File: src/rtl/ipmf_pkg.sv
// shared types, constants and tables of the plaquette Ising Metropolis engine
// no dependencies
package ipmf_pkg;

  localparam int Side   = 32;
  localparam int CoordW = $clog2(Side);
  localparam int AddrW  = 2 * CoordW;
  localparam int Depth  = Side * Side;
  localparam int DeW    = 21;
  localparam int NbrN   = 9;
  localparam int NbrW   = $clog2(NbrN);

  localparam logic [31:0] Ln2Q28       = 32'd186065279;
  localparam logic [3:0]  ExpTerms     = 4'd12;
  localparam logic [23:0] UnderflowQ12 = 24'd49152;
  localparam logic [28:0] OneQ28       = 29'h1000_0000;

  localparam logic signed [2:0] MagUp   = 3'sd2;
  localparam logic signed [2:0] MagDown = -3'sd2;
  localparam logic signed [2:0] MagZero = 3'sd0;

  typedef logic [CoordW-1:0] coord_t;

  // entry 0 is the site itself, entries 1..8 are neighbors 0..7
  localparam coord_t OffX [NbrN] = '{coord_t'(0), coord_t'(1), coord_t'(0),
    coord_t'(Side - 1), coord_t'(0), coord_t'(1), coord_t'(Side - 1),
    coord_t'(Side - 1), coord_t'(1)};
  localparam coord_t OffY [NbrN] = '{coord_t'(0), coord_t'(0), coord_t'(1),
    coord_t'(0), coord_t'(Side - 1), coord_t'(1), coord_t'(1),
    coord_t'(Side - 1), coord_t'(Side - 1)};

  typedef enum logic [1:0] {
    ActWrite = 2'd0,
    ActRead  = 2'd1,
    ActStep  = 2'd2
  } action_e;

  typedef enum logic [3:0] {
    StIdle,
    StRead,
    StKmul,
    StEnergy,
    StBmul,
    StExpo,
    StReduce,
    StTmul,
    StRecip,
    StBack,
    StCorr,
    StFinal,
    StWb
  } state_e;

  // floor((2^32 - 1) / k), the quotient is fixed up by one compare afterwards
  function automatic logic [31:0] recip(input logic [3:0] k);
    logic [31:0] r;
    case (k)
      4'd1:    r = 32'd4294967295;
      4'd2:    r = 32'd2147483647;
      4'd3:    r = 32'd1431655765;
      4'd4:    r = 32'd1073741823;
      4'd5:    r = 32'd858993459;
      4'd6:    r = 32'd715827882;
      4'd7:    r = 32'd613566756;
      4'd8:    r = 32'd536870911;
      4'd9:    r = 32'd477218588;
      4'd10:   r = 32'd429496729;
      4'd11:   r = 32'd390451572;
      4'd12:   r = 32'd357913941;
      default: r = 32'd0;
    endcase
    return r;
  endfunction

endpackage

File: src/rtl/ising_plaquette_metropolis_flip.sv
// top level: sequencer, lattice ram and shared multiplier of the metropolis engine
// depends on ipmf_pkg, ipmf_ram, ipmf_mul
//
// Periodic 32x32 Ising lattice with a four-spin plaquette term. Each transaction
// writes, reads or Metropolis-updates one site and gives one result. A Metropolis
// step reads the site and its eight neighbors one per cycle through the single
// lattice ram port, then runs all arithmetic through one shared multiplier: it
// ends once dE <= 0 is found or exp underflows; otherwise it forms the exponent,
// does ln2 range reduction by repeated subtraction, sums 12 Taylor terms (each a
// multiply by r, a multiply by the reciprocal of k and a back-multiply with a
// correction) and compares the result with the random fraction. The input is
// stalled while a transaction is in work; a finished result waits in an output
// register. The lattice has no reset: read only sites (and neighbors) that were
// written; a write to a site never written before gives an undefined mag_change.
module ising_plaquette_metropolis_flip (
  input  logic        clk_i,
  input  logic        rst_ni,
  input  logic        cfg_we_i,
  input  logic        cfg_index_i,
  input  logic [15:0] cfg_data_i,
  input  logic        in_valid_i,
  output logic        in_stall_o,
  input  logic [1:0]  action_i,
  input  logic [4:0]  site_x_i,
  input  logic [4:0]  site_y_i,
  input  logic        spin_in_i,
  input  logic [15:0] random_fraction_i,
  output logic        out_valid_o,
  input  logic        out_stall_i,
  output logic        spin_out_o,
  output logic        flipped_o,
  output logic signed [2:0] mag_change_o
);

  ipmf_pkg::state_e state_q, state_d;

  logic [15:0] beta_q, kcoef_q;
  logic [1:0]  action_q;
  ipmf_pkg::coord_t x_q, y_q;
  logic        spin_in_q;
  logic [15:0] rnd_q;

  logic [ipmf_pkg::NbrW:0]  cnt_q, cnt_d;
  logic [ipmf_pkg::NbrN-1:0] bits_q, bits_d;
  logic        flip_q, flip_d;
  logic signed [ipmf_pkg::DeW-1:0] de_q, de_d;
  logic [31:0] r_q, r_d;
  logic [4:0]  n_q, n_d;
  logic [28:0] term_q, term_d, t_q, t_d, q0_q, q0_d;
  logic [3:0]  k_q, k_d;
  logic signed [31:0] sum_q, sum_d;

  logic        out_valid_q, out_valid_d;
  logic        spin_out_q, spin_out_d, flipped_q, flipped_d;
  logic signed [2:0] mag_q, mag_d;

  logic        accept;
  logic [31:0] mul_a, mul_b;
  logic [63:0] mul_p;
  logic        ram_we, ram_wdata, ram_rdata;
  logic [ipmf_pkg::AddrW-1:0] ram_addr;
  logic [ipmf_pkg::NbrW-1:0]  nbr_sel;
  ipmf_pkg::coord_t cx, cy;

  // energy terms
  logic [2:0]  jcnt, pcnt;
  logic signed [4:0] jsum;
  logic [31:0] psum_mag;
  logic        pneg;
  logic [16:0] kmag;
  logic [ipmf_pkg::DeW-1:0] kp_mag;
  logic signed [ipmf_pkg::DeW-1:0] kp, inner, de;
  logic [23:0] e_q12;
  logic [29:0] rem;
  logic [28:0] q_fix;
  logic [5:0]  shamt;
  logic [30:0] shifted;
  logic [16:0] expv;
  logic        slot_free;

  assign accept    = in_valid_i && !in_stall_o;
  assign in_stall_o = (state_q != ipmf_pkg::StIdle);
  assign slot_free = !out_valid_q || !out_stall_i;

  ipmf_mul u_mul (
    .clk_i (clk_i),
    .a_i   (mul_a),
    .b_i   (mul_b),
    .p_o   (mul_p)
  );

  ipmf_ram #(
    .Width (1),
    .Depth (ipmf_pkg::Depth)
  ) u_lattice (
    .clk_i   (clk_i),
    .we_i    (ram_we),
    .addr_i  (ram_addr),
    .wdata_i (ram_wdata),
    .rdata_o (ram_rdata)
  );

  always_comb begin
    if (state_q == ipmf_pkg::StRead && cnt_q < (ipmf_pkg::NbrW + 1)'(ipmf_pkg::NbrN)) begin
      nbr_sel = cnt_q[ipmf_pkg::NbrW-1:0];
    end else begin
      nbr_sel = '0;
    end
    cx       = x_q + ipmf_pkg::OffX[nbr_sel];
    cy       = y_q + ipmf_pkg::OffY[nbr_sel];
    ram_addr = {cy, cx};
  end

  // neighbor and plaquette sums, bits_q[i+1] is neighbor i
  always_comb begin
    jcnt = 3'(bits_q[1]) + 3'(bits_q[2]) + 3'(bits_q[3]) + 3'(bits_q[4]);
    pcnt = 3'(bits_q[1] ^ bits_q[2] ^ bits_q[5]) + 3'(bits_q[2] ^ bits_q[3] ^ bits_q[6])
         + 3'(bits_q[3] ^ bits_q[4] ^ bits_q[7]) + 3'(bits_q[4] ^ bits_q[1] ^ bits_q[8]);
    jsum = $signed({1'b0, jcnt, 1'b0}) - 5'sd4;
    pneg = (pcnt < 3'd2);
    psum_mag = pneg ? 32'(4 - 2 * pcnt) : 32'(2 * pcnt - 4);
    kmag = kcoef_q[15] ? 17'(32'd65536 - 32'(kcoef_q)) : {1'b0, kcoef_q};
    kp_mag = ipmf_pkg::DeW'(mul_p[17:0]);
    kp = (kcoef_q[15] ^ pneg) ? $signed(ipmf_pkg::DeW'(0) - kp_mag) : $signed(kp_mag);
    inner = (ipmf_pkg::DeW'(jsum) <<< 12) + kp;
    de = bits_q[0] ? (inner <<< 1) : -(inner <<< 1);
    e_q12 = mul_p[35:12];
    rem = 30'(t_q) - mul_p[29:0];
    q_fix = (rem >= 30'(k_q)) ? q0_q + 29'd1 : q0_q;
    shamt = 6'(n_q) + 6'd12;
    shifted = sum_q[30:0] >> shamt;
    expv = sum_q[31] ? 17'd0 : shifted[16:0];
  end

  always_ff @(posedge clk_i or negedge rst_ni) begin
    if (!rst_ni) begin
      state_q     <= ipmf_pkg::StIdle;
      out_valid_q <= 1'b0;
      beta_q      <= 16'd4096;
      kcoef_q     <= 16'd0;
    end else begin
      state_q     <= state_d;
      out_valid_q <= out_valid_d;
      if (cfg_we_i) begin
        if (cfg_index_i) begin
          kcoef_q <= cfg_data_i;
        end else begin
          beta_q <= cfg_data_i;
        end
      end
    end
  end

  always_ff @(posedge clk_i) begin
    if (accept) begin
      action_q  <= action_i;
      x_q       <= ipmf_pkg::coord_t'(site_x_i);
      y_q       <= ipmf_pkg::coord_t'(site_y_i);
      spin_in_q <= spin_in_i;
      rnd_q     <= random_fraction_i;
    end
    cnt_q      <= cnt_d;
    bits_q     <= bits_d;
    flip_q     <= flip_d;
    de_q       <= de_d;
    r_q        <= r_d;
    n_q        <= n_d;
    term_q     <= term_d;
    t_q        <= t_d;
    q0_q       <= q0_d;
    k_q        <= k_d;
    sum_q      <= sum_d;
    spin_out_q <= spin_out_d;
    flipped_q  <= flipped_d;
    mag_q      <= mag_d;
  end

  always_comb begin
    state_d     = state_q;
    cnt_d       = cnt_q;
    bits_d      = bits_q;
    flip_d      = flip_q;
    de_d        = de_q;
    r_d         = r_q;
    n_d         = n_q;
    term_d      = term_q;
    t_d         = t_q;
    q0_d        = q0_q;
    k_d         = k_q;
    sum_d       = sum_q;
    out_valid_d = out_valid_q && out_stall_i;
    spin_out_d  = spin_out_q;
    flipped_d   = flipped_q;
    mag_d       = mag_q;
    mul_a       = '0;
    mul_b       = '0;
    ram_we      = 1'b0;
    ram_wdata   = 1'b0;

    unique case (state_q)
      ipmf_pkg::StIdle: begin
        if (accept) begin
          cnt_d   = '0;
          flip_d  = 1'b0;
          state_d = ipmf_pkg::StRead;
        end
      end
      ipmf_pkg::StRead: begin
        cnt_d = cnt_q + 1'b1;
        if (cnt_q != '0) begin
          bits_d[cnt_q[ipmf_pkg::NbrW-1:0] - 1'b1] = ram_rdata;
        end
        if (action_q != ipmf_pkg::ActStep && cnt_q == (ipmf_pkg::NbrW + 1)'(1)) begin
          state_d = ipmf_pkg::StWb;
        end else if (cnt_q == (ipmf_pkg::NbrW + 1)'(ipmf_pkg::NbrN)) begin
          state_d = ipmf_pkg::StKmul;
        end
      end
      ipmf_pkg::StKmul: begin
        mul_a   = 32'(kmag);
        mul_b   = psum_mag;
        state_d = ipmf_pkg::StEnergy;
      end
      ipmf_pkg::StEnergy: begin
        de_d = de;
        if (de <= 0) begin
          flip_d  = 1'b1;
          state_d = ipmf_pkg::StWb;
        end else begin
          state_d = ipmf_pkg::StBmul;
        end
      end
      ipmf_pkg::StBmul: begin
        mul_a   = 32'(beta_q);
        mul_b   = 32'(de_q[ipmf_pkg::DeW-2:0]);
        state_d = ipmf_pkg::StExpo;
      end
      ipmf_pkg::StExpo: begin
        if (e_q12 >= ipmf_pkg::UnderflowQ12) begin
          state_d = ipmf_pkg::StWb;
        end else begin
          r_d     = {e_q12[15:0], 16'd0};
          n_d     = '0;
          state_d = ipmf_pkg::StReduce;
        end
      end
      ipmf_pkg::StReduce: begin
        // one ln2 subtraction per cycle
        if (r_q >= ipmf_pkg::Ln2Q28) begin
          r_d = r_q - ipmf_pkg::Ln2Q28;
          n_d = n_q + 5'd1;
        end else begin
          term_d  = ipmf_pkg::OneQ28;
          sum_d   = 32'(ipmf_pkg::OneQ28);
          k_d     = 4'd1;
          state_d = ipmf_pkg::StTmul;
        end
      end
      ipmf_pkg::StTmul: begin
        mul_a   = 32'(term_q);
        mul_b   = r_q;
        state_d = ipmf_pkg::StRecip;
      end
      ipmf_pkg::StRecip: begin
        t_d     = mul_p[56:28];
        mul_a   = 32'(mul_p[56:28]);
        mul_b   = ipmf_pkg::recip(k_q);
        state_d = ipmf_pkg::StBack;
      end
      ipmf_pkg::StBack: begin
        q0_d    = mul_p[60:32];
        mul_a   = 32'(mul_p[60:32]);
        mul_b   = 32'(k_q);
        state_d = ipmf_pkg::StCorr;
      end
      ipmf_pkg::StCorr: begin
        term_d = q_fix;
        if (k_q[0]) begin
          sum_d = sum_q - $signed(32'(q_fix));
        end else begin
          sum_d = sum_q + $signed(32'(q_fix));
        end
        if (k_q == ipmf_pkg::ExpTerms) begin
          state_d = ipmf_pkg::StFinal;
        end else begin
          k_d     = k_q + 4'd1;
          state_d = ipmf_pkg::StTmul;
        end
      end
      ipmf_pkg::StFinal: begin
        flip_d  = ({1'b0, rnd_q} < expv);
        state_d = ipmf_pkg::StWb;
      end
      ipmf_pkg::StWb: begin
        if (action_q == ipmf_pkg::ActWrite) begin
          ram_we    = 1'b1;
          ram_wdata = spin_in_q;
        end else if (action_q == ipmf_pkg::ActStep) begin
          ram_we    = flip_q;
          ram_wdata = ~bits_q[0];
        end
        if (slot_free) begin
          out_valid_d = 1'b1;
          flipped_d   = 1'b0;
          mag_d       = ipmf_pkg::MagZero;
          spin_out_d  = bits_q[0];
          if (action_q == ipmf_pkg::ActWrite) begin
            spin_out_d = spin_in_q;
            if (spin_in_q != bits_q[0]) begin
              mag_d = spin_in_q ? ipmf_pkg::MagUp : ipmf_pkg::MagDown;
            end
          end else if (action_q == ipmf_pkg::ActStep && flip_q) begin
            spin_out_d = ~bits_q[0];
            flipped_d  = 1'b1;
            mag_d      = bits_q[0] ? ipmf_pkg::MagDown : ipmf_pkg::MagUp;
          end
          state_d = ipmf_pkg::StIdle;
        end
      end
      default: state_d = ipmf_pkg::StIdle;
    endcase
  end

  assign out_valid_o  = out_valid_q;
  assign spin_out_o   = spin_out_q;
  assign flipped_o    = flipped_q;
  assign mag_change_o = mag_q;

endmodule

File: src/rtl/ipmf_ram.sv
// generic single-port ram with registered read
// no dependencies
module ipmf_ram #(
  parameter int Width = 1,
  parameter int Depth = 1024
) (
  input  logic                     clk_i,
  input  logic                     we_i,
  input  logic [$clog2(Depth)-1:0] addr_i,
  input  logic [Width-1:0]         wdata_i,
  output logic [Width-1:0]         rdata_o
);

  logic [Width-1:0] mem_q [Depth];
  logic [Width-1:0] rdata_q;

  always_ff @(posedge clk_i) begin
    if (we_i) begin
      mem_q[addr_i] <= wdata_i;
    end
    rdata_q <= mem_q[addr_i];
  end

  assign rdata_o = rdata_q;

endmodule

File: src/rtl/ipmf_mul.sv
// shared 32x32 unsigned multiplier with registered product
// no dependencies
module ipmf_mul (
  input  logic        clk_i,
  input  logic [31:0] a_i,
  input  logic [31:0] b_i,
  output logic [63:0] p_o
);

  logic [63:0] p_q;

  always_ff @(posedge clk_i) begin
    p_q <= 64'(a_i) * 64'(b_i);
  end

  assign p_o = p_q;

endmodule

File: config.mk
export PLATFORM = sky130hd
export DESIGN_NAME = ising_plaquette_metropolis_flip
export DESIGN_NICKNAME = d
export VERILOG_FILES = /design/src/rtl/ipmf_pkg.sv /design/src/rtl/ising_plaquette_metropolis_flip.sv /design/src/rtl/ipmf_ram.sv /design/src/rtl/ipmf_mul.sv
export SDC_FILE = /design/constraint.sdc
export NUM_CORES = 2
export LEC_CHECK = 0
export BUFFER_PORTS_ARGS = -buffer_cell sky130_fd_sc_hd__clkbuf_2
export CAP_MARGIN = 15
export CORE_ASPECT_RATIO = 1.2
export CORE_MARGIN = 1.5
export CORE_UTILIZATION = 55
export CTS_CLUSTER_DIAMETER = 40
export DETAILED_ROUTE_END_ITERATION = 10
export HOLD_SLACK_MARGIN = 0.02
export PLACE_DENSITY_LB_ADDON = 0.08
export SLEW_MARGIN = 20
export SYNTH_ARGS = -nofsm -noshare
export SYNTH_HDL_FRONTEND = slang
export SYNTH_SLANG_ARGS = --single-unit
export TNS_END_PERCENT = 20
File: constraint.sdc
create_clock -name clk_i -period 131.3 [get_ports clk_i]
set_input_delay 26.26 -clock clk_i [delete_from_list [all_inputs] [get_ports clk_i]]
set_output_delay 26.26 -clock clk_i [all_outputs]
set_load 0.01 [all_outputs]
==> results.py <==
metrics = {
    "clocking": {
        "clk_pin_slew_ns": 0.06,
        "postCtsHoldBufs": 0,
        "cts-root-buf": "clkbuf_16",
        "cts.sinks": 1371,
        "cts_inserted_buffers": 180,
        "cts_resized": 0,
        "htree_levels": 4,
        "cts_buffer_depth": 3,
        "cts_tree": "built",
        "worstSkewPairLatency_ns": 0.86,
        "cts_setup_buffers": 0,
    },
    "timing": {
        "layout_min_cycle_time_ns": 28.39,
        "finalSetupViolCount": 0,
        "final-max-slew-violation-count": 0,
        "fmax_mhz": 35.2,
        "setup_slack_ns": 102.91,
        "skew_ns": 0.0613,
        "grt_setup_unrepaired": "false",
        "slew_headroom_pct": 14.5,
        "hold_viol_final": 0,
        "tightest_slew_ns": 1.28,
        "min_period_over_period_pct": 21.6,
        "setup_tns_ns": 0,
    },
    "die": {
        "rows": 166,
        "fp.dieW_um": 382,
        "dieArea_mm2": 0.175,
        "io_pins": 58,
        "start_util_pct": 55.5,
        "coreArea_mm2": 0.171,
        "die_h_um": 458,
    },
    "grt": {
        "grt_max_degree": 262,
        "grt.overflow.total": 0,
        "grt_pass1_wl_um": 440000,
        "antenna_found_initial": 5,
        "grtUsageTotal_pct": 34.6,
        "grt_pass1_vias": 68164,
    },
    "finish": {
        "layout.cells.non_filler": 10880,
        "layout_commonest_cell": "nor2_1",
        "multiInputGateArea_mm2": 0.0491,
        "finalInstanceArea_mm2": 0.104,
        "synthToLayoutAreaGrowth_pct": 9.52,
        "drive_above_1_share_pct": 11.1,
        "final_nets": 9694,
        "regArea_mm2": 0.0402,
        "fillerInstances": 14143,
        "layout_common_cells": "nor2_1, edfxtp_1, inv_1",
    },
    "placement": {
        "gp_congestion": 0.935,
        "placedCellCount": 10543,
        "post_dp_cell_area_mm2": 0.0974,
        "place_ws_ns": 103.54,
        "portBuffers": 56,
        "hpwl_um": 201000,
    },
    "setup_path": {
        "cp.required_ns": 105.04,
        "cp-start-kind": "flip-flop",
        "worstPathMaxFanout": 17,
        "critPathCaptureType": "output port",
        "crit_type": "reg -> out",
        "cp_data_arrival_time_ns": 2.13,
    },
    "job": {
        "maxCapViolations": 0,
    },
    "synthesis": {
        "synthArstFlopShare_pct": 2.70,
        "ys_warn_count": 0,
        "synth_nets": 9847,
        "avgSynthCellArea_um2": 11.0,
        "syn_area_mm2": 0.0947,
        "netlist_instances": 8611,
        "synth-main-ff-cell": "edfxtp_1",
        "yosysUniqueCellTypes": 107,
        "synth_edf_count": 1251,
        "seq_area_frac_synth_pct": 42.4,
        "synth-seq-cells": 1371,
    },
    "drt": {
        "wl_um": 299000,
        "drtAntennaViolNets": 0,
        "via_per_inst": 6.15,
        "vias": 66923,
        "drc_errors": 0,
        "drt_first_pass_iters": 8,
        "initialDrtViolationCount": 6735,
        "wl_per_cell_um": 27.5,
    },
    "power": {
        "p_per_area_mw_per_mm2": 16.8,
        "leakage_nw": 41.5,
        "ir_drop_uv": 17.1,
    },
    "min_path": {
        "holdCritPathClass": "reg -> reg",
    },
    "outcome": {
        "status": "completed",
    },
}
cell usage after synthesis (10+ instances only):
master    instances  area share (%)
nand2b_1         24            0.16
nand2_1         837             3.3
nand3_1          75            0.40
a221oi_1         33            0.31
nor3_1           61            0.32
o22ai_1          14           0.092
nand3b_1         10           0.079
mux2i_1          60            0.63
and4_1           26            0.24
a31oi_1          45            0.30
o211a_1          11            0.12
xor2_1          114             1.1
a21o_1           76            0.60
o211ai_1         25            0.20
mux4_2          264             6.3
ha_1            372             4.9
nor2b_1          40            0.26
nor2_1         1692             6.7
fa_1            813              17
or4_1            10           0.079
o21ai_0         132            0.70
dfrtp_1          36            0.95
inv_1           998             4.0
or3_1            27            0.18
o21bai_1         10           0.079
o31ai_1          12           0.095
dfxtp_1          83             1.8
nor4_1           12           0.079
buf_1            54            0.21
nand4_1          56            0.37
a221o_1          20            0.21
a21oi_1         203             1.1
xnor2_1         138             1.3
o21a_1           23            0.18
a211oi_1         21            0.17
edfxtp_1       1251              40
or2_2            13           0.086
and2_1           48            0.32
buf_2            15           0.079
mux2_2           42            0.50
a22oi_1         117            0.93
and3_1           43            0.28
a22o_1           17            0.16
clkbuf_1        481             1.9
o221ai_1         13            0.12
critical path: stages, from the launching register on:
cell      delay [ns]
dfrtp_1         0.60
nor2_1          0.39
nand2_1         0.14
clkbuf_2        0.15
sequential cells by signal (all words and copies together) (netlist names), 2 cells and up, named ones only:
signal / flops
bits_q: 9
u_lattice.mem_q: 1024
beta_q: 16
k_q: 4
cnt_q: 5
state_q: 4
q0_q: 29
n_q: 5
mag_change_o: 2
x_q: 5
u_mul.p_o: 61
r_q: 32
sum_q: 32
t_q: 29
y_q: 5
rnd_q: 16
de_q: 19
kcoef_q: 16
action_q: 2
term_q: 29
logic make-up after synthesis:
logic type | Yosys count | synth area share [%]
AOI/OAI and AO/OA | 869 | 6.29
adders and majority gates | 1185 | 22.1
buffers and inverters | 1556 | 6.23
and+or+nand+nor | 3011 | 13.2
DFF | 1371 | 42.4
xor gates and xnor gates | 252 | 2.33
other | 1 | 0.00396
muxes | 366 | 7.41
power by group:
part	switching (mW)	total (mW)	leakage [nW]	internal (mW)
Clock	0.207	0.514	3.05	0.308
Sequential	0.0314	0.538	13.8	0.506
Combinational	0.469	0.691	24.6	0.221
Total	0.707	1.74	41.5	1.04
final timing paths:
kind                            endpoint  slack [ns]  cells past startpoint           from
min in group asynchronous     state_q[2]       25.52                      1         rst_ni
setup / recovery              in_stall_o      102.91                      3     state_q[3]
setup reg to reg           u_mul.p_o[59]      118.10                     37      bits_q[2]
hold reg to reg                 q0_q[27]        0.43                      0  u_mul.p_o[59]
hold / removal                  q0_q[27]        0.43                      0  u_mul.p_o[59]
max in group asynchronous    kcoef_q[10]      105.14                      1         rst_ni
area by class of cell:
type                       count  share of cell area (%)
tap                         2268                    2.74
inverter                     998                    3.61
sequential                  1371                    38.7
timing repair buffer         223                    1.54
clock inverter               118                    1.52
multi-input combinational   5684                    47.3
clock buffer                 216                    4.57
antenna                        2                 0.00482
metal layers:
layer	vias to the layer above	wire length, µm	GRT usage [%]
li1	28661	-	-
met1	34366	107000	41.5
met2	2953	149000	58.9
met3	943	20500	4.70
met4	0	22000	21.5
met5	-	0	0
per-stage QoR:
| step | utilization, % | total power, mW | hold WS, ns |
|---|---|---|---|
| floorplan | - | 0.978 | 0.408 |
| global placement | 57.0 | 1.22 | 0.427 |
| detailed placement | 57.0 | 1.22 | 0.425 |
| CTS | 60.7 | 1.74 | 0.437 |
| global route | 60.8 | 1.81 | 0.449 |
| finish | 60.8 | 1.74 | 0.431 |
(Power assumes the default switching activity.)
